<file path="config.mk">
export PLATFORM = sky130hd
export DESIGN_NAME = cmli_blend
export DESIGN_NICKNAME = d
export VERILOG_FILES = /design/src/rtl/cmli_pkg.sv /design/src/rtl/cmli_blend.sv
export SDC_FILE = /design/constraint.sdc
export NUM_CORES = 2
export LEC_CHECK = 0
export BUFFER_PORTS_ARGS = -buffer_cell sky130_fd_sc_hd__buf_2
export CAP_MARGIN = 40
export CORE_MARGIN = 8
export CORE_UTILIZATION = 23
export DETAILED_ROUTE_END_ITERATION = 7
export GPL_TIMING_DRIVEN = 0
export HOLD_SLACK_MARGIN = 0.05
export SYNTH_ARGS = -nofsm -noshare
export SYNTH_HDL_FRONTEND = slang
export SYNTH_SLANG_ARGS = --single-unit
</file>
<file path="constraint.sdc">
create_clock -name clock -period 24.5 [get_ports clock]
set_input_delay 3.675 -clock clock [delete_from_list [all_inputs] [get_ports clock]]
set_output_delay 3.675 -clock clock [all_outputs]
set_load 0.02 [all_outputs]
</file>
<file path="src/rtl/cmli_pkg.sv">
// shared types and constants for the linear-interpolating colormap
package cmli_pkg;

   // fixed field widths
   localparam int SampleBits   = 16;
   localparam int ColorBits    = 8;
   localparam int IndexBits    = 8;
   localparam int CountBits    = 9;
   localparam int CsrDataBits  = 16;
   localparam int CsrIndexBits = 2;

   // csr register indexes
   localparam logic [CsrIndexBits-1:0] CSR_MIN_VALUE   = 2'd0;
   localparam logic [CsrIndexBits-1:0] CSR_MAX_VALUE   = 2'd1;
   localparam logic [CsrIndexBits-1:0] CSR_ENTRY_COUNT = 2'd2;

   // entry count after reset
   localparam logic [CountBits-1:0] CountReset = 9'd256;

   // request kinds
   localparam logic REQ_LOAD = 1'b0;

   typedef struct packed {
      logic [ColorBits-1:0] red;
      logic [ColorBits-1:0] green;
      logic [ColorBits-1:0] blue;
   } color_type;

   typedef struct packed {
      logic                  req_type;
      logic [IndexBits-1:0]  entry_index;
      logic [ColorBits-1:0]  red_in;
      logic [ColorBits-1:0]  green_in;
      logic [ColorBits-1:0]  blue_in;
      logic [SampleBits-1:0] sample;
   } req_item_type;

   typedef struct packed {
      logic [ColorBits-1:0] red;
      logic [ColorBits-1:0] green;
      logic [ColorBits-1:0] blue;
      logic                 clamped;
   } rsp_item_type;

   // table write carried down the pipeline with each request
   typedef struct packed {
      logic [IndexBits-1:0] entry_index;
      color_type            color;
   } load_type;

   // per-stage control
   typedef struct packed {
      logic valid;
      logic load;
      logic clamped;
   } ctl_type;

endpackage

</file>
<file path="src/rtl/cmli_blend.sv">
// channel blend: weighted sum of two entries and a rounded divide by the span
module cmli_blend
   import cmli_pkg::*;
#(
   parameter int SW = 16
) (
   input  logic          clock,
   input  logic          reset,
   input  ctl_type       up_ctl,
   input  logic [SW:0]   up_rem,
   input  color_type     up_e0,
   input  color_type     up_e1,
   input  logic [SW-1:0] span,
   output logic          up_ready,
   output ctl_type       down_ctl,
   output color_type     down_color,
   input  logic          down_ready
);

   localparam int NCh = 3;
   localparam int NS  = ColorBits + 2;
   localparam int YW  = SW + ColorBits;

   ctl_type                         ctl_ff [NS];
   logic [NS:0]                     rdy;
   logic [NCh-1:0][ColorBits-1:0]   a_ch;
   logic [NCh-1:0][ColorBits-1:0]   b_ch;
   logic [NCh-1:0][ColorBits-1:0]   q_ch;
   logic [SW:0]                     wgt0;
   logic [YW-1:0]                   p0_ff [NCh];
   logic [YW-1:0]                   p1_ff [NCh];
   logic [YW-1:0]                   p0_in [NCh];
   logic [YW-1:0]                   p1_in [NCh];
   logic [YW-1:0]                   y_ff  [NCh][ColorBits+1];
   logic [YW-1:0]                   y_in  [NCh][ColorBits+1];

   // ready chain
   assign rdy[NS] = down_ready;
   for (genvar i = 0; i < NS; i++) begin : g_rdy
      assign rdy[i] = !ctl_ff[i].valid || rdy[i+1];
   end

   assign up_ready = rdy[0];

   // weighted products of both entries
   always_comb begin
      logic [YW:0] prod0;
      logic [YW:0] prod1;
      prod0 = '0;
      prod1 = '0;
      a_ch  = up_e0;
      b_ch  = up_e1;
      // zero weight drops the upper entry, which a flat range may never have loaded
      if (up_rem == '0) begin
         b_ch = '0;
      end
      wgt0  = {1'b0, span} - up_rem;
      for (int c = 0; c < NCh; c++) begin
         prod0    = {{ColorBits{1'b0}}, wgt0} * {{(SW+1){1'b0}}, a_ch[c]};
         prod1    = {{ColorBits{1'b0}}, up_rem} * {{(SW+1){1'b0}}, b_ch[c]};
         p0_in[c] = prod0[YW-1:0];
         p1_in[c] = prod1[YW-1:0];
      end
   end

   // sum with half span for rounding, then one divide step per stage
   always_comb begin
      logic [SW-1:0]        part;
      logic [ColorBits-1:0] low;
      logic [SW:0]          trial;
      logic                 qbit;
      part  = '0;
      low   = '0;
      trial = '0;
      qbit  = 1'b0;
      for (int c = 0; c < NCh; c++) begin
         y_in[c][0] = p0_ff[c] + p1_ff[c] + {{ColorBits{1'b0}}, span >> 1};
         for (int j = 0; j < ColorBits; j++) begin
            part  = y_ff[c][j][YW-1:ColorBits];
            low   = y_ff[c][j][ColorBits-1:0];
            trial = {part, low[ColorBits-1]};
            if (trial >= {1'b0, span}) begin
               trial = trial - {1'b0, span};
               qbit  = 1'b1;
            end else begin
               qbit  = 1'b0;
            end
            y_in[c][j+1] = {trial[SW-1:0], low[ColorBits-2:0], qbit};
         end
      end
   end

   // stage control
   always_ff @(posedge clock) begin
      if (reset) begin
         for (int i = 0; i < NS; i++) begin
            ctl_ff[i] <= '0;
         end
      end else begin
         if (rdy[0]) begin
            ctl_ff[0] <= up_ctl;
         end
         for (int i = 1; i < NS; i++) begin
            if (rdy[i]) begin
               ctl_ff[i] <= ctl_ff[i-1];
            end
         end
      end
   end

   // stage payload
   always_ff @(posedge clock) begin
      for (int c = 0; c < NCh; c++) begin
         if (rdy[0]) begin
            p0_ff[c] <= p0_in[c];
            p1_ff[c] <= p1_in[c];
         end
         for (int j = 0; j <= ColorBits; j++) begin
            if (rdy[j+1]) begin
               y_ff[c][j] <= y_in[c][j];
            end
         end
      end
   end

   // quotient sits in the low bits after the last step
   always_comb begin
      for (int c = 0; c < NCh; c++) begin
         q_ch[c] = y_ff[c][ColorBits][ColorBits-1:0];
      end
   end

   assign down_color = q_ch;
   assign down_ctl   = ctl_ff[NS-1];

endmodule

</file>
# Word-level counts from Yosys, hierarchy flattened
# Memory sizes are Yosys's and may differ from the RTL's.
# Cells that the tools add are included.
[classes]
bitwise = 10
addsub = 31
mux = 101
order_cmp = 24
n_reduce_logical = 21
n_mul = 6
[op_table]
columns = ["operator", "n"]
rows = [
  ["$ge A17 B16 Y1", 24],
  ["$mux W16", 24],
  ["$sub A16 B16 Y16", 24],
  ["$mul A17 B8 Y24", 6],
  ["$add A24 B15 Y24", 3],
  ["$add A24 B24 Y24", 3],
  ["$mux W1", 66],
  ["$mux W3", 10],
  ["$mux W24", 1],
  ["$logic_not A17 Y1", 1],
  ["$sub A16 B17 Y17", 1],
  ["$logic_not A1 Y1", 10],
  ["$logic_or A1 B1 Y1", 10],
  ["$or A1 B1 Y1", 10],
]
[word_totals]
ram_bits = 822
memories = 4
ff_bits = 0
input_bits = 87
wordCells = 197
[mem_list]
columns = ["memory", "words", "width", "read_ports", "rd_clocked_by_memory_dff", "wr", "line_no", "rtl"]
rows = [
  ["y_ff", 3, 216, 3, 0, 3, "cmli_blend.sv:34", "logic [YW-1:0] y_ff [NCh][ColorBits+1];"],
  ["p0_ff", 3, 24, 3, 0, 3, "cmli_blend.sv:30", "logic [YW-1:0] p0_ff [NCh];"],
  ["p1_ff", 3, 24, 3, 0, 3, "cmli_blend.sv:31", "logic [YW-1:0] p1_ff [NCh];"],
  ["ctl_ff", 10, 3, 10, 0, 10, "cmli_blend.sv:24", "ctl_type ctl_ff [NS];"],
]

# Longest topological paths before layout
# An unclocked memory read counts as a cell.
[logic_depth]
word_depth = 16
mapped_depth = 28
ltp_nobuf = 27

# Worst setup path before layout
# Ideal clock, no wire load.
[synth_timing]
path_kind = "input-to-output"
from = "input down_ready"
to = "output up_ready"
arrival_ns = 9.024
required_ns = 20.825
path_slack_ns = 11.801
stages = 7
path_cell_list = "nor2b_1 > and2_0 > and3_1 > and2_0 > and3_1 > buf_2 > nand4_1"
[synth_between]
elab_chain_len = 10
[synth_lines]
columns = ["item", "line_no", "rtl"]
rows = [
  ["from (decl)", "cmli_blend.sv:17", "input logic down_ready"],
  ["$logic_or A1 B1 Y1 (10 in a row)", "cmli_blend.sv:40", "assign rdy[i] = !ctl_ff[i].valid || rdy[i+1];"],
  ["to (decl)", "cmli_blend.sv:14", "output logic up_ready,"],
]
# No other way between the ends.

==> results by group <==
Status
  – Run status: complete, no violations

Floorplanning
  – Die Width: ~590 um
  – Row cnt: ~210
  – I/O pins: 115
  – Initial Util: between 20% and 30%
  – Die height: about 590 um
  – Core area: approximately 0.33 mm^2
  – DIE AREA: between 0.3 and 0.4 mm^2

Clock tree
  – Cts bufs inserted: 87
  – Clock Path Buffers: 3
  – CTS tree: done
  – Setup Fix Bufs, Post-CTS: 0
  – CTS clock-pin slew for the worst setup and hold paths: about 0.060 ns
  – Clock sinks: roughly 770
  – H-tree lvl count: 3
  – Resized Gates After CTS: 0
  – CTS Hold Buffers Added: 0
  – CTS Root Cell: clkbuf_16
  – Clock Latency Late Sink: about 0.73 ns

Placement
  – Placed cell area: 0.08272 mm^2
  – Gpl congestion: 0.9012
  – Final HPWL from detailed placement: around 170 mm
  – Number of port buffers: 86

Drt
  – Routed WL: 210.2 mm
  – Via-per-instance ratio: ~4.6
  – Detail Route Antenna Nets: 0
  – DR DRC count: 0
  – Via count: 56405
  – DRT iter0 DRCs: 4399
  – Drt pass-1 iters: 6
  – Drt wl/cell: 17.10 um

Timing
  – Final setup fails: 0
  – RSZ-0062 raised after global routing: false
  – Fmax: 0.08345 GHz
  – Measured slew at the worst slew-check pin: approximately 1 ns
  – Final period util: between 40% and 50%
  – Hold Vio Cnt, Final: 0
  – Setup TNS: 0 ns
  – Clock Skew: ~0.035 ns
  – Fin crit period: between 10 and 15 ns
  – Rel. slew slack: between 30% and 40%
  – Max-slew violations: 0

Global routing
  – GRT Residual Overflow: 0
  – Vias in the first global route: 54259
  – Largest net degree at the start of global routing: slightly above 70
  – Initial antenna violation count: 32
  – Total track usage: a little under an eighth
  – First-pass GRT wire length: about 320 mm

Synth
  – Compound-Gate Fraction of Synth Area: ~13%
  – Mapped Area: about 0.076 mm^2
  – Top-area cell type share of the netlist area: 30.56%
  – Mux share of post-synthesis cell area: approximately 2.7%
  – Cell taking the most area after synthesis: edfxtp_1
  – Area contributors post-synth: edfxtp_1, fa_1, ha_1
  – Largest family of logic cells by synthesized area: adder cells
  – Post-synth net total: 9069
  – Post-Synthesis Cells: around 7600
  – Sequential cell area fraction in the yosys report: 30.56%
  – Syn Area/Cell: approximately 10 um^2
  – Post-synth EDFFs: between 700 and 800
  – Post-synthesis adder-cell area fraction: 28.20%
  – Synth async-reset ratio: 0%
  – Prevailing post-synth register cell: edfxtp_1
  – Register bit count reported by yosys: 774
  – Yosys warnings: 0
  – Post-synthesis cell type count: 100
  – Fraction of synthesized cell area in xor and xnor cells: around 4.3%
  – Post-synthesis simple-gate area fraction: between 15 and 20%

Setup path
  – Setup crit start kind: primary input
  – Worst path max stage delay: ~0.81 ns
  – Worst-path fanout max: 14
  – CP Data Arrival Time: about 12 ns
  – CP top delay family: compound AO/OA/AOI/OAI gates
  – Critical Path End Type: register
  – WP buf/inv: 6
  – Worst EP required: roughly 25 ns
  – Crit-path slowest cell: a311oi_1
  – Reg2reg setup slack: 20.32 ns
  – Cell mode on critical path: fa_1
  – Critical path class: primary input to register

Layout
  – Layout cells sized above 1: between 6 and 7%
  – Cell area after layout: 0.08574 mm^2
  – Area grow syn2layout: 12.72%
  – Final nets: roughly 9300

Min path
  – Worst min path class: register to register

Run
  – Max cap viols: 0
-- cell type report --
class / count / area [um^2]
fill: 34890 / 244000
multi-input combinational: 5690 / 48260
sequential: 774 / 23240
tap: 4366 / 5463
inverter: 853 / 3207
clock buffer: 94 / 2203
buffer: 313 / 1389
timing repair buffer: 128 / 1159
clock inverter: 61 / 795.8
antenna: 7 / 17.52
-- cell usage in the layout, fill, tap and decap left out, types with 38 or more instances in the layout --
cell type / netlist / final
nand2b_1: 139 / 139
inv_1: 851 / 832
mux2i_1: 71 / 71
a21oi_1: 334 / 334
nand3_1: 109 / 108
nand2_1: 624 / 621
nand4_1: 79 / 79
o21ai_0: 340 / 340
nor4_1: 49 / 49
edfxtp_1: 774 / 774
nor2b_1: 85 / 85
and2_1: 359 / 359
xor2_1: 113 / 113
buf_2: 23 / 113
clkbuf_16: 0 / 87
and3_1: 198 / 198
nor3_1: 133 / 133
o21a_1: 133 / 133
fa_1: 604 / 604
xnor2_1: 257 / 257
nor2_1: 432 / 432
a31oi_1: 38 / 38
ha_1: 748 / 748
or3_1: 46 / 46
a21o_1: 96 / 96
mux2_2: 94 / 94
clkbuf_1: 243 / 250
o31ai_1: 73 / 73
-- through the flow --
stage / cells / worst slack, ns / hold slack [ns] / util, %
global placement: 12082 / 6.985 / 0.4009 / 24.85
global route: 12280 / 12.17 / 0.4148 / 26.00
finish: 12286 / 12.52 / 0.4067 / 26.00
CTS: 12279 / 12.72 / 0.4037 / 26.00
floorplan: 7630 / 11.80 / 0.4003 / -
detailed placement: 12124 / 11.97 / 0.4045 / 25.09
-- worst reg2reg max path: cells and delay by family, from the launching register on --
family	cells	cell delay (ns)
buf+inv	7	1.38
flops	1	0.45
simple gates	6	2.10
-- synth_stat cells, drive strengths merged, types with 76 or more instances --
cell type	number
xnor2	258
a21o	96
nand2	624
ha	748
nand2b	139
inv	852
mux2	113
o21ai	360
nor3	134
clkbuf	243
and2	362
o21a	133
a21oi	341
nor2b	86
xor2	113
nand4	79
nand3	109
edfxtp	774
o31ai	76
and3	198
fa	604
nor2	433
-- routing by layer --
| layer | part of all wire (%) | wire (um) | global-route usage, % |
|---|---|---|---|
| met5 | 0.030 | 63 | 0 |
| met4 | 3.3 | 7011 | 3.423 |
| met3 | 6.9 | 14410 | 2.151 |
| met2 | 42 | 88070 | 17.73 |
| met1 | 48 | 100600 | 16.99 |
-- cells by family (layout without fill, tap and decap cells) --
family / count (synthesis) / in the layout
buffers and inverters: 1166 / 1449
AO/OA/AOI/OAI: 1461 / 1461
adder cells (fa/ha/maj): 1352 / 1352
XOR/XNOR: 371 / 371
AND/OR/NAND/NOR: 2320 / 2320
multiplexers: 186 / 186
flip-flops: 774 / 774
other: 0 / 7
-- sequential cells by signal (all words and copies together) (netlist names) --
register,cells
ctl_ff,30
p0_ff,72
p1_ff,72
y_ff,600
-- path summary, 6_finish.rpt --
check	from	to	cells after the start
max	span[1]	p0_ff[0][47]	27
min	y_ff[1][171]	y_ff[1][148]	0
max reg2reg	ctl_ff[9][2]	p0_ff[0][40]	13
min reg2reg	y_ff[1][171]	y_ff[1][148]	0
Power is not shown: default switching activity piles up to over one toggle a cycle in this logic, so the estimate is an artifact.
