==> config.mk <==
export PLATFORM = sky130hd
export DESIGN_NAME = cmli_seg
export DESIGN_NICKNAME = d
export VERILOG_FILES = /design/src/rtl/cmli_pkg.sv /design/src/rtl/cmli_seg.sv
export SDC_FILE = /design/constraint.sdc
export NUM_CORES = 1
export LEC_CHECK = 0
export BUFFER_PORTS_ARGS = -buffer_cell sky130_fd_sc_hd__buf_2
export CORE_MARGIN = 2
export CORE_UTILIZATION = 47
export CTS_CLUSTER_DIAMETER = 30
export DETAILED_ROUTE_END_ITERATION = 8
export PLACE_DENSITY_LB_ADDON = 0.1
export SYNTH_ARGS = -nofsm -noshare
export SYNTH_HDL_FRONTEND = slang
export SYNTH_SLANG_ARGS = --single-unit
==> constraint.sdc <==
create_clock -name clock -period 16 [get_ports clock]
set_input_delay 3.2 -clock clock [delete_from_list [all_inputs] [get_ports clock]]
set_output_delay 3.2 -clock clock [all_outputs]
set_load 0.05 [all_outputs]
==> src/rtl/cmli_pkg.sv <==
// shared types and constants for the linear-interpolating colormap
package cmli_pkg;

   // fixed field widths
   localparam int SampleBits   = 16;
   localparam int ColorBits    = 8;
   localparam int IndexBits    = 8;
   localparam int CountBits    = 9;
   localparam int CsrDataBits  = 16;
   localparam int CsrIndexBits = 2;

   // csr register indexes
   localparam logic [CsrIndexBits-1:0] CSR_MIN_VALUE   = 2'd0;
   localparam logic [CsrIndexBits-1:0] CSR_MAX_VALUE   = 2'd1;
   localparam logic [CsrIndexBits-1:0] CSR_ENTRY_COUNT = 2'd2;

   // entry count after reset
   localparam logic [CountBits-1:0] CountReset = 9'd256;

   // request kinds
   localparam logic REQ_LOAD = 1'b0;

   typedef struct packed {
      logic [ColorBits-1:0] red;
      logic [ColorBits-1:0] green;
      logic [ColorBits-1:0] blue;
   } color_type;

   typedef struct packed {
      logic                  req_type;
      logic [IndexBits-1:0]  entry_index;
      logic [ColorBits-1:0]  red_in;
      logic [ColorBits-1:0]  green_in;
      logic [ColorBits-1:0]  blue_in;
      logic [SampleBits-1:0] sample;
   } req_item_type;

   typedef struct packed {
      logic [ColorBits-1:0] red;
      logic [ColorBits-1:0] green;
      logic [ColorBits-1:0] blue;
      logic                 clamped;
   } rsp_item_type;

   // table write carried down the pipeline with each request
   typedef struct packed {
      logic [IndexBits-1:0] entry_index;
      color_type            color;
   } load_type;

   // per-stage control
   typedef struct packed {
      logic valid;
      logic load;
      logic clamped;
   } ctl_type;

endpackage

==> src/rtl/cmli_seg.sv <==
// segment finder: clamp, scale and divide by the range span to get entry index and remainder
module cmli_seg
   import cmli_pkg::*;
#(
   parameter int SW = 16,
   parameter int QW = 8
) (
   input  logic          clock,
   input  logic          reset,
   input  logic          up_valid,
   input  req_item_type  up_item,
   output logic          up_ready,
   input  logic [SW-1:0] min_value,
   input  logic [SW-1:0] max_value,
   input  logic [SW-1:0] span,
   input  logic          flat,
   input  logic [QW-1:0] cntm1,
   output ctl_type       down_ctl,
   output logic [QW-1:0] down_k,
   output logic [SW:0]   down_rem,
   output load_type      down_load,
   input  logic          down_ready
);

   localparam int NS     = QW + 4;
   localparam int LastSt = NS - 1;
   localparam int ZW     = SW + QW;

   ctl_type       ctl_ff  [NS];
   load_type      load_ff [NS];
   logic [NS:0]   rdy;
   logic [SW-1:0] samp_ff;
   logic [SW-1:0] diff_ff;
   logic [SW-1:0] diff_in;
   ctl_type       ctl1_in;
   logic [ZW-1:0] z_ff [QW+1];
   logic [ZW-1:0] z_in [QW+1];
   logic [QW-1:0] k_ff;
   logic [QW-1:0] k_in;
   logic [SW:0]   rem_ff;
   logic [SW:0]   rem_in;

   // ready chain, a stage moves when empty or when the next one moves
   assign rdy[NS] = down_ready;
   for (genvar i = 0; i < NS; i++) begin : g_rdy
      assign rdy[i] = !ctl_ff[i].valid || rdy[i+1];
   end

   assign up_ready = rdy[0];

   // clamp sample to range and take offset from min
   always_comb begin
      logic          below_min;
      logic          above_max;
      logic [SW-1:0] clip_val;
      below_min = samp_ff < min_value;
      above_max = samp_ff > max_value;
      if (below_min) begin
         clip_val = min_value;
      end else if (above_max) begin
         clip_val = max_value;
      end else begin
         clip_val = samp_ff;
      end
      diff_in = clip_val - min_value;
      ctl1_in = ctl_ff[0];
      ctl1_in.clamped = below_min || above_max;
   end

   // scaled offset, then one restoring divide step per stage
   always_comb begin
      logic [SW-1:0] part;
      logic [QW-1:0] low;
      logic [SW:0]   trial;
      logic          qbit;
      logic [QW:0]   shifted;
      part    = '0;
      low     = '0;
      trial   = '0;
      qbit    = 1'b0;
      shifted = '0;
      z_in[0] = {{SW{1'b0}}, cntm1} * {{QW{1'b0}}, diff_ff};
      for (int j = 0; j < QW; j++) begin
         part  = z_ff[j][ZW-1:QW];
         low   = z_ff[j][QW-1:0];
         trial = {part, low[QW-1]};
         if (trial >= {1'b0, span}) begin
            trial = trial - {1'b0, span};
            qbit  = 1'b1;
         end else begin
            qbit  = 1'b0;
         end
         shifted   = {low, qbit};
         z_in[j+1] = {trial[SW-1:0], shifted[QW-1:0]};
      end
   end

   // top sample lands on the last segment, flat range reads entry 0
   always_comb begin
      logic [QW-1:0] quo;
      logic [SW-1:0] part;
      quo  = z_ff[QW][QW-1:0];
      part = z_ff[QW][ZW-1:QW];
      if (flat) begin
         k_in   = '0;
         rem_in = '0;
      end else if (quo >= cntm1) begin
         k_in   = cntm1 - QW'(1);
         rem_in = {1'b0, part} + {1'b0, span};
      end else begin
         k_in   = quo;
         rem_in = {1'b0, part};
      end
   end

   // stage control
   always_ff @(posedge clock) begin
      if (reset) begin
         for (int i = 0; i < NS; i++) begin
            ctl_ff[i] <= '0;
         end
      end else begin
         if (rdy[0]) begin
            ctl_ff[0] <= '{valid: up_valid, load: (up_item.req_type == REQ_LOAD),
                           clamped: 1'b0};
         end
         if (rdy[1]) begin
            ctl_ff[1] <= ctl1_in;
         end
         for (int i = 2; i < NS; i++) begin
            if (rdy[i]) begin
               ctl_ff[i] <= ctl_ff[i-1];
            end
         end
      end
   end

   // stage payload
   always_ff @(posedge clock) begin
      if (rdy[0]) begin
         samp_ff    <= up_item.sample[SW-1:0];
         load_ff[0] <= {up_item.entry_index, up_item.red_in, up_item.green_in,
                        up_item.blue_in};
      end
      for (int i = 1; i < NS; i++) begin
         if (rdy[i]) begin
            load_ff[i] <= load_ff[i-1];
         end
      end
      if (rdy[1]) begin
         diff_ff <= diff_in;
      end
      for (int j = 0; j <= QW; j++) begin
         if (rdy[j+2]) begin
            z_ff[j] <= z_in[j];
         end
      end
      if (rdy[LastSt]) begin
         k_ff   <= k_in;
         rem_ff <= rem_in;
      end
   end

   assign down_ctl  = ctl_ff[LastSt];
   assign down_load = load_ff[LastSt];
   assign down_k    = k_ff;
   assign down_rem  = rem_ff;

   // a finished request waits at the end of the segment pipeline
   a_seg_hold: assert property (@(posedge clock) disable iff (reset)
      down_ctl.valid && !down_ready |=> down_ctl.valid && $stable(down_k))
      else $error("segment result lost while stalled");

endmodule

Word-level counts from Yosys, hierarchy flattened:

Memories as Yosys holds them, arrays and structs flattened.
Cells that the tools add are included.

* flip-flop bits (word level): 57
* memories: 3
* input port bits: 110
* output and inout port bits: 61
* memory bits (writable): 636
* logic and storage cells: 153

* $lt $le $gt $ge: 11
* add/subtract/negate cells: 11
* multiplexer cells: 82
* bitwise operators: 14
* multipliers: 1
* reduce and logical (&&, ||, !) cells: 26

Memory list
* load_ff: depth 12, bits a word 32, read ports 12, clocked after memory_dff 0, wr ports 12, RTL line cmli_seg.sv:30 `load_type load_ff [NS];`
* z_ff: depth 9, bits a word 24, read ports 9, clocked after memory_dff 0, wr ports 9, RTL line cmli_seg.sv:36 `logic [ZW-1:0] z_ff [QW+1];`
* ctl_ff: depth 12, bits a word 3, read ports 12, clocked after memory_dff 0, wr ports 12, RTL line cmli_seg.sv:29 `ctl_type ctl_ff [NS];`

Operators by type and width (count)
* $mux 16: 11
* $sub 16x16->16: 9
* $ge 17x16->1: 8
* $mux 1: 58
* $mux 3: 12
* $mul 8x16->24: 1
* $add 16x16->17: 1
* $gt 16x16->1: 1
* $lt 16x16->1: 1
* $logic_or 1x1->1: 13
* $logic_not 1->1: 12
* $or 1x1->1: 12
* $ge 8x8->1: 1
* $mux 8: 1
* $sub 8x1->8 const B: 1
* $not 1->1: 2
* $reduce_or 2->1: 1

Logic depth before layout (Yosys ltp):

Gate-level depths: netlist of the first run.
An unclocked memory read counts as a cell.

* word-level depth: 18
* gate-level depth with buffers: 21
* mapped depth without buffers: 19

Least setup slack after synthesis of the first run:

Ideal clock, no wire load.

* kind: input-to-output
* from: input down_ready
* to: output up_ready
* data required time: 12800 ps
* cell stages on the path: 6
* slack: 5134 ps
* path buffers: 1
* data arrival time: 7666 ps
* path through: and4b_1 > nand3_1 > nor2_1 > and3_1 > buf_2 > nand4_1

* longest elaborated chain between the ends: 12

RTL lines
* start: declaration: RTL line cmli_seg.sv:22 `input logic down_ready`
* $logic_or 1x1->1 (5 in series): RTL line cmli_seg.sv:46 `assign rdy[i] = !ctl_ff[i].valid || rdy[i+1];`
* net rdy[7]: RTL line cmli_seg.sv:31 `logic [NS:0] rdy;`
* $logic_or 1x1->1 (7 in series): RTL line cmli_seg.sv:46
* end: declaration: RTL line cmli_seg.sv:12 `output logic up_ready,`

The timed path passes the listed nets, and every way through them passes these cells.

Final worst setup path of the first run:

Same ends and word-level chain as after synthesis.

==> out/results.ini, run 1 <==
[cts]
h-tree-depth = 4
clk_pin_slew_worst_paths_ps = 50
hold_buffers = 0
clock_latency_ps = 710
cts-root-buf = clkbuf_16
cts_tree = built
numCtsBuffers = 140
clk_path_buf_depth = 3
cts_resized = 0
post_cts_buffers = 0
cts.sink_count = 692

[worst_setup_path]
start_kind = primary input
critical_path.endpoint = up_ready
worstSetupPathType = in2out
crit_start = down_ready
r2r_end = diff_ff[14]
crit_arrival_ps = 5150
path_cells = buf_2 > and4b_1 > nand3_2 > nor2_1 > and3_1 > nand4_1 > buf_2
max_stage_delay_ps = 410
crit_path_end_kind = output port
r2r_start = samp_ff[14]
reg2reg_setup_slack_ps = 10710
crit_slowest_cell = and3_1
reg2regPathDepth = 17
crit_fanout = 8
cp.required_ps = 12800
cp_common_cell = buf_2

[cells_and_area]
seqCellArea_um2 = 20800
finalInstanceArea_um2 = 42700
fin_cells = 4155
drive_above_1_share = 0.160
final_nets = 3458
diodes = 0
fill_cells = 6189
area_delta_synth_final_pct = 18.0
multi_input_area_um2 = 14100

[floorplanning]
start_util = 0.476
core_area_um2 = 76100
fp.dieW_um = 281
pin_count = 171
design.die.area_um2 = 79200
die_h_um = 281
rows = 101

[drt]
drtIter0Drc = 1161
firstDrtPassIters = 5
wl_per_cell_um = 17.8
drc_errors = 0
vias = 22195
routed_via_density = 5.34
wirelength_um = 73900
antenna_left = 0

[logic_synthesis]
async_reset_ff_frac = 0
avgSynthCellArea_um2 = 13.1
yosysSeqAreaShare = 0.574
yosys_warnings = 0
syn_inst = 2768
synth_nets = 3215
synth_top_area_share = 0.574
synth_ff_type = edfxtp_1
netlist_area_um2 = 36200
synth-seq-cells = 692
ys_types = 79
synth-edff-count = 692
yosys.area.top_type = edfxtp_1
netlist_top_cells_area = edfxtp_1, ha_1, fa_1

[sta]
skew_ps = 54.3
drv_slew = 0
tightest_slew_ps = 1160
rsz0062_at_grt = no
fin_setup_tns_ps = 0
period_needed_ps = 8350
slew_headroom = 0.226
min_period_over_period = 0.522
max_freq_mhz = 120
hold_violations = 0
setup_viol = 0

[status]
status = complete, no violations

[global_route]
grtUsageMet1 = 0.233
grt-busiest-layer = met2
grt_use_met2 = 0.329
use_met3 = 0.0363
first_global_vias = 23124
antenna_found_initial = 4
grt_first_pass_wirelength_um = 118000
grt_max_degree = 60
grt_usage = 0.189
gr-total-overflow = 0

[place]
place.port_buffers = 170
place_inst = 3899
gp_congestion = 0.878
dp_hpwl_um = 53100
dpl_cell_area_um2 = 38000

[min_path]
hp-start = load_ff[1][54]
hp-class = reg2reg

[pwr]
power.static_leakage_nw = 17.7
power_density_nw_per_um2 = 243
max-vdd-ir-drop_mv = 0.294

[job]
cap_violations = 0

[cells in the mapped netlist (all sizes together) (36+ instances only)]
master and number:
a21o 40, nor2 167, edfxtp 692, nand2 140
a21oi 159, xor2 49, mux2 72, and2 141
nand2b 36, buf 52, nor2b 36, xnor2 73
o21ai 111, ha 243, fa 94, inv 233
[cell type report]
class / instances / area share
sequential: 692 / 0.487
timing repair buffer: 184 / 0.0224
clock inverter: 95 / 0.0267
clock buffer: 161 / 0.0839
inverter: 233 / 0.0205
tap: 1030 / 0.0302
multi-input combinational: 1760 / 0.330
[layout by cell type, fill, tap and decap left out, drive strengths merged, types with 73 or more instances in the layout]
cell | netlist | final
nand2 | 140 | 140
xnor2 | 73 | 73
buf | 52 | 184
o21ai | 111 | 111
and2 | 141 | 141
fa | 94 | 94
a21oi | 159 | 159
nor2 | 167 | 167
clkbuf | 31 | 161
inv | 233 | 238
ha | 243 | 243
edfxtp | 692 | 692
[registers in the layout, summed over array words and instances, names as in the netlist]
signal and count:
z_ff 216, diff_ff 16, ctl_ff 35, down_k 8, down_rem 17, load_ff 384
samp_ff 16
[how the worst min path moves through the flow]
stage / end / slack [ps] / cells past startpoint
finish: load_ff[1][86] / 380 / 0
global route: load_ff[1][17] / 400 / 0
CTS: load_ff[1][86] / 390 / 0
detailed placement: load_ff[0][104] / 400 / 0
global placement: load_ff[2][83] / 400 / 0
floorplan: load_ff[0][100] / 400 / 0
[power by group]
part	internal (mW)	switching, mW
Combinational	2.07	2.64
Sequential	2.68	0.218
Clock	1.83	0.958
[cells by family after synthesis]
family,count (synthesis),share of synthesized area
xor+xnor,122,0.0295
fa+ha+maj,337,0.136
flops,692,0.574
compound gates,523,0.0938
buf+inv,316,0.0379
mux,107,0.0328
simple gates,671,0.0958
[metrics by stage]
step	hold WS, ps	setup slack (ps)	power [mW]	utilization
after detailed placement	405	7670	7.62	0.499
after global routing	401	7540	11.2	0.561
after floorplan	400	5130	6.60	-
final	382	7650	10.4	0.561
after CTS	390	7670	10.5	0.561
after global placement	400	7730	7.50	0.499
[routing by layer]
layer  up-vias  share of wire
li1      10635              -
met1     10887           0.42
met2       507           0.50
met3       164          0.044
met4         2          0.029
met5         -        0.00020
[worst max-delay path: cells and delay by family]
kind                   cells  cell delay [ps]
buffers and inverters      2              420
and+or+nand+nor            5             1530
No activity file was read; power rests on OpenSTA's default activity.
==> inputs of run 2 (changes only) <==
==> constraint.sdc (replaced) <==
create_clock -name clock -period 8.6 [get_ports clock]
set_input_delay 1.72 -clock clock [delete_from_list [all_inputs] [get_ports clock]]
set_output_delay 1.72 -clock clock [all_outputs]
set_load 0.05 [all_outputs]
==> out/results.ini, run 2 (synthesis results as in run 1) <==
[status]
status = complete, no violations  ; unchanged

[pwr]
p_total_mw = 19.3  ; was 10.4 mW
p_seq_frac = 0.279  ; about the same
p_sw_frac = 0.368  ; was 0.367
clkPwrFrac = 0.267  ; was 0.269
internal_power_mw = 12.2  ; was 6.58 mW
power_frac_comb = 0.454  ; was 0.453
power_switching_mw = 7.11  ; was 3.81 mW
power.static_leakage_nw = 17.6  ; was 17.7 nW
power_density_nw_per_um2 = 453  ; was 243 nW/um2
max-vdd-ir-drop_mv = 0.495  ; was 0.294 mV

[sta]
skew_ps = 60.0  ; was 54.3 ps
rsz0062_at_grt = no  ; unchanged
setup_viol = 0  ; unchanged
period_needed_ps = 5860
worst_slack_ps = 2740  ; was 7650 ps
max_freq_mhz = 171
fin_hold_ws_ps = 393  ; was 382 ps
slew_headroom = 0.221  ; was 0.226
fin_setup_tns_ps = 0  ; unchanged
tightest_slew_ps = 1170  ; was 1160 ps
drv_slew = 0  ; unchanged
hold_violations = 0  ; unchanged
min_period_over_period = 0.681

[global_route]
first_global_vias = 23080  ; was 23124
grt_usage = 0.190  ; was 0.189
grt_first_pass_wirelength_um = 118000  ; about the same
antenna_found_initial = 7  ; was 4
gr-total-overflow = 0  ; unchanged
grt_max_degree = 60  ; unchanged

[floorplanning]
die_h_um = 281  ; unchanged
design.die.area_um2 = 79200  ; unchanged
core_area_um2 = 76100  ; unchanged
rows = 101  ; unchanged
fp.dieW_um = 281  ; unchanged
pin_count = 171  ; unchanged
start_util = 0.476  ; unchanged

[worst_setup_path]
crit_fanout = 18  ; was 8
reg2regPathDepth = 17  ; unchanged
critical_path.endpoint = diff_ff[14]  ; was up_ready
r2r_end = diff_ff[14]  ; unchanged
crit_arrival_ps = 6410  ; was 5150 ps
worstSetupPathType = in2reg  ; was in2out
crit_start = max_value[13]  ; was down_ready
start_kind = primary input  ; unchanged
crit_path_end_kind = flip-flop  ; was output port
r2r_start = samp_ff[13]  ; was samp_ff[14]
cp.required_ps = 9150  ; was 12800 ps
reg2reg_setup_slack_ps = 3450  ; was 10710 ps

[drt]
vias = 22103  ; was 22195
antenna_left = 0  ; unchanged
wirelength_um = 74200  ; was 73900 um
drc_errors = 0  ; unchanged
routed_via_density = 5.33  ; was 5.34
wl_per_cell_um = 17.9  ; was 17.8 um
drtIter0Drc = 1199  ; was 1161
firstDrtPassIters = 5  ; unchanged

[job]
cap_violations = 0  ; unchanged

[place]
dp_hpwl_um = 53500  ; was 53100 um
dpl_cell_area_um2 = 38000  ; about the same
place.port_buffers = 170  ; unchanged
gp_congestion = 0.858  ; was 0.878
dp_worst_setup_slack_ps = 2130  ; was 7670 ps

[cts]
numCtsBuffers = 136  ; was 140
cts-root-buf = clkbuf_16  ; unchanged
cts.sink_count = 692  ; unchanged
clk_path_buf_depth = 3  ; unchanged
clock_latency_ps = 730  ; was 710 ps
hold_buffers = 0  ; unchanged
h-tree-depth = 4  ; unchanged
cts_resized = 0  ; unchanged
clk_pin_slew_worst_paths_ps = 60  ; was 50 ps
cts_tree = built  ; unchanged
post_cts_buffers = 0  ; unchanged

[cells_and_area]
finalInstanceArea_um2 = 42700  ; about the same
drive_above_1_share = 0.162  ; was 0.160
final_cell_mix = edfxtp_1, ha_1, inv_1  ; unchanged
fill_cells = 6205  ; was 6189
area_delta_synth_final_pct = 17.9  ; was 18.0%
reg_top3 = load_ff (384), z_ff (216), ctl_ff (35)  ; unchanged
largest_reg_flops = 384  ; unchanged
final_nets = 3455  ; was 3458
top_register = load_ff  ; unchanged
layout_commonest_cell = edfxtp_1  ; unchanged

[min_path]
hp-class = reg2reg  ; unchanged

## run 2: worst max-delay path, stage by stage
cell      delay, ps
buf_2            90
inv_1            40
ha_1            310
nand4_1         200
nor4_1          390
a21boi_0        230
o31a_1          850
o211ai_1        150
o21ai_0         120
ha_1            200
inv_1            60
fa_1            390
a21o_1          170
a21oi_1         290
o21ai_0         150
a21oi_1         220
o21ai_0         190
or4b_1          560
nand3_1         100
## run 2: final cells by class
type                       count  area [um2]  area share
sequential                   692       20800       0.487
multi-input combinational   1760       14100       0.330
clock buffer                 154        3470      0.0813
tap                         1030        1290      0.0302
clock inverter                92        1200      0.0282
timing repair buffer         185         963      0.0226
inverter                     233         875      0.0205
antenna                        3        7.51    0.000176
## run 2: worst min path at each step
stage                         startpoint               to  slack (ps)  cells past startpoint
after CTS                 load_ff[1][25]   load_ff[1][57]         390                      0
after global placement    load_ff[1][87]  load_ff[1][119]         400                      0
after detailed placement  load_ff[0][68]  load_ff[0][100]         400                      0
after floorplan           load_ff[0][68]  load_ff[0][100]         400                      0
after global routing      load_ff[0][39]   load_ff[0][71]         400                      0
final                     load_ff[1][14]   load_ff[1][46]         390                      0
## run 2: routing by layer
| metal | vias up | share of wire | GRT usage |
|---|---|---|---|
| met2 | 506 | 0.51 | 0.330 |
| met3 | 140 | 0.044 | 0.0383 |
| li1 | 10636 | - | - |
| met5 | - | 0.00016 | 0 |
| met4 | 2 | 0.026 | 0.0738 |
| met1 | 10819 | 0.42 | 0.232 |
## run 2: power by group through the flow
stage | Sequential (mW) | Clock, mW | Combinational (mW)
after floorplan | 5.42 | 0 | 6.87
after global placement | 5.42 | 0 | 8.54
after detailed placement | 5.44 | 0 | 8.73
after CTS | 5.38 | 5.28 | 8.80
after global routing | 5.45 | 5.45 | 9.93
final | 5.38 | 5.17 | 8.77
## run 2: through the flow
step	utilization	instances
detailed placement	0.499	3900
global placement	0.499	3900
global route	0.561	4149
floorplan	-	2768
CTS	0.561	4146
finish	0.561	4149
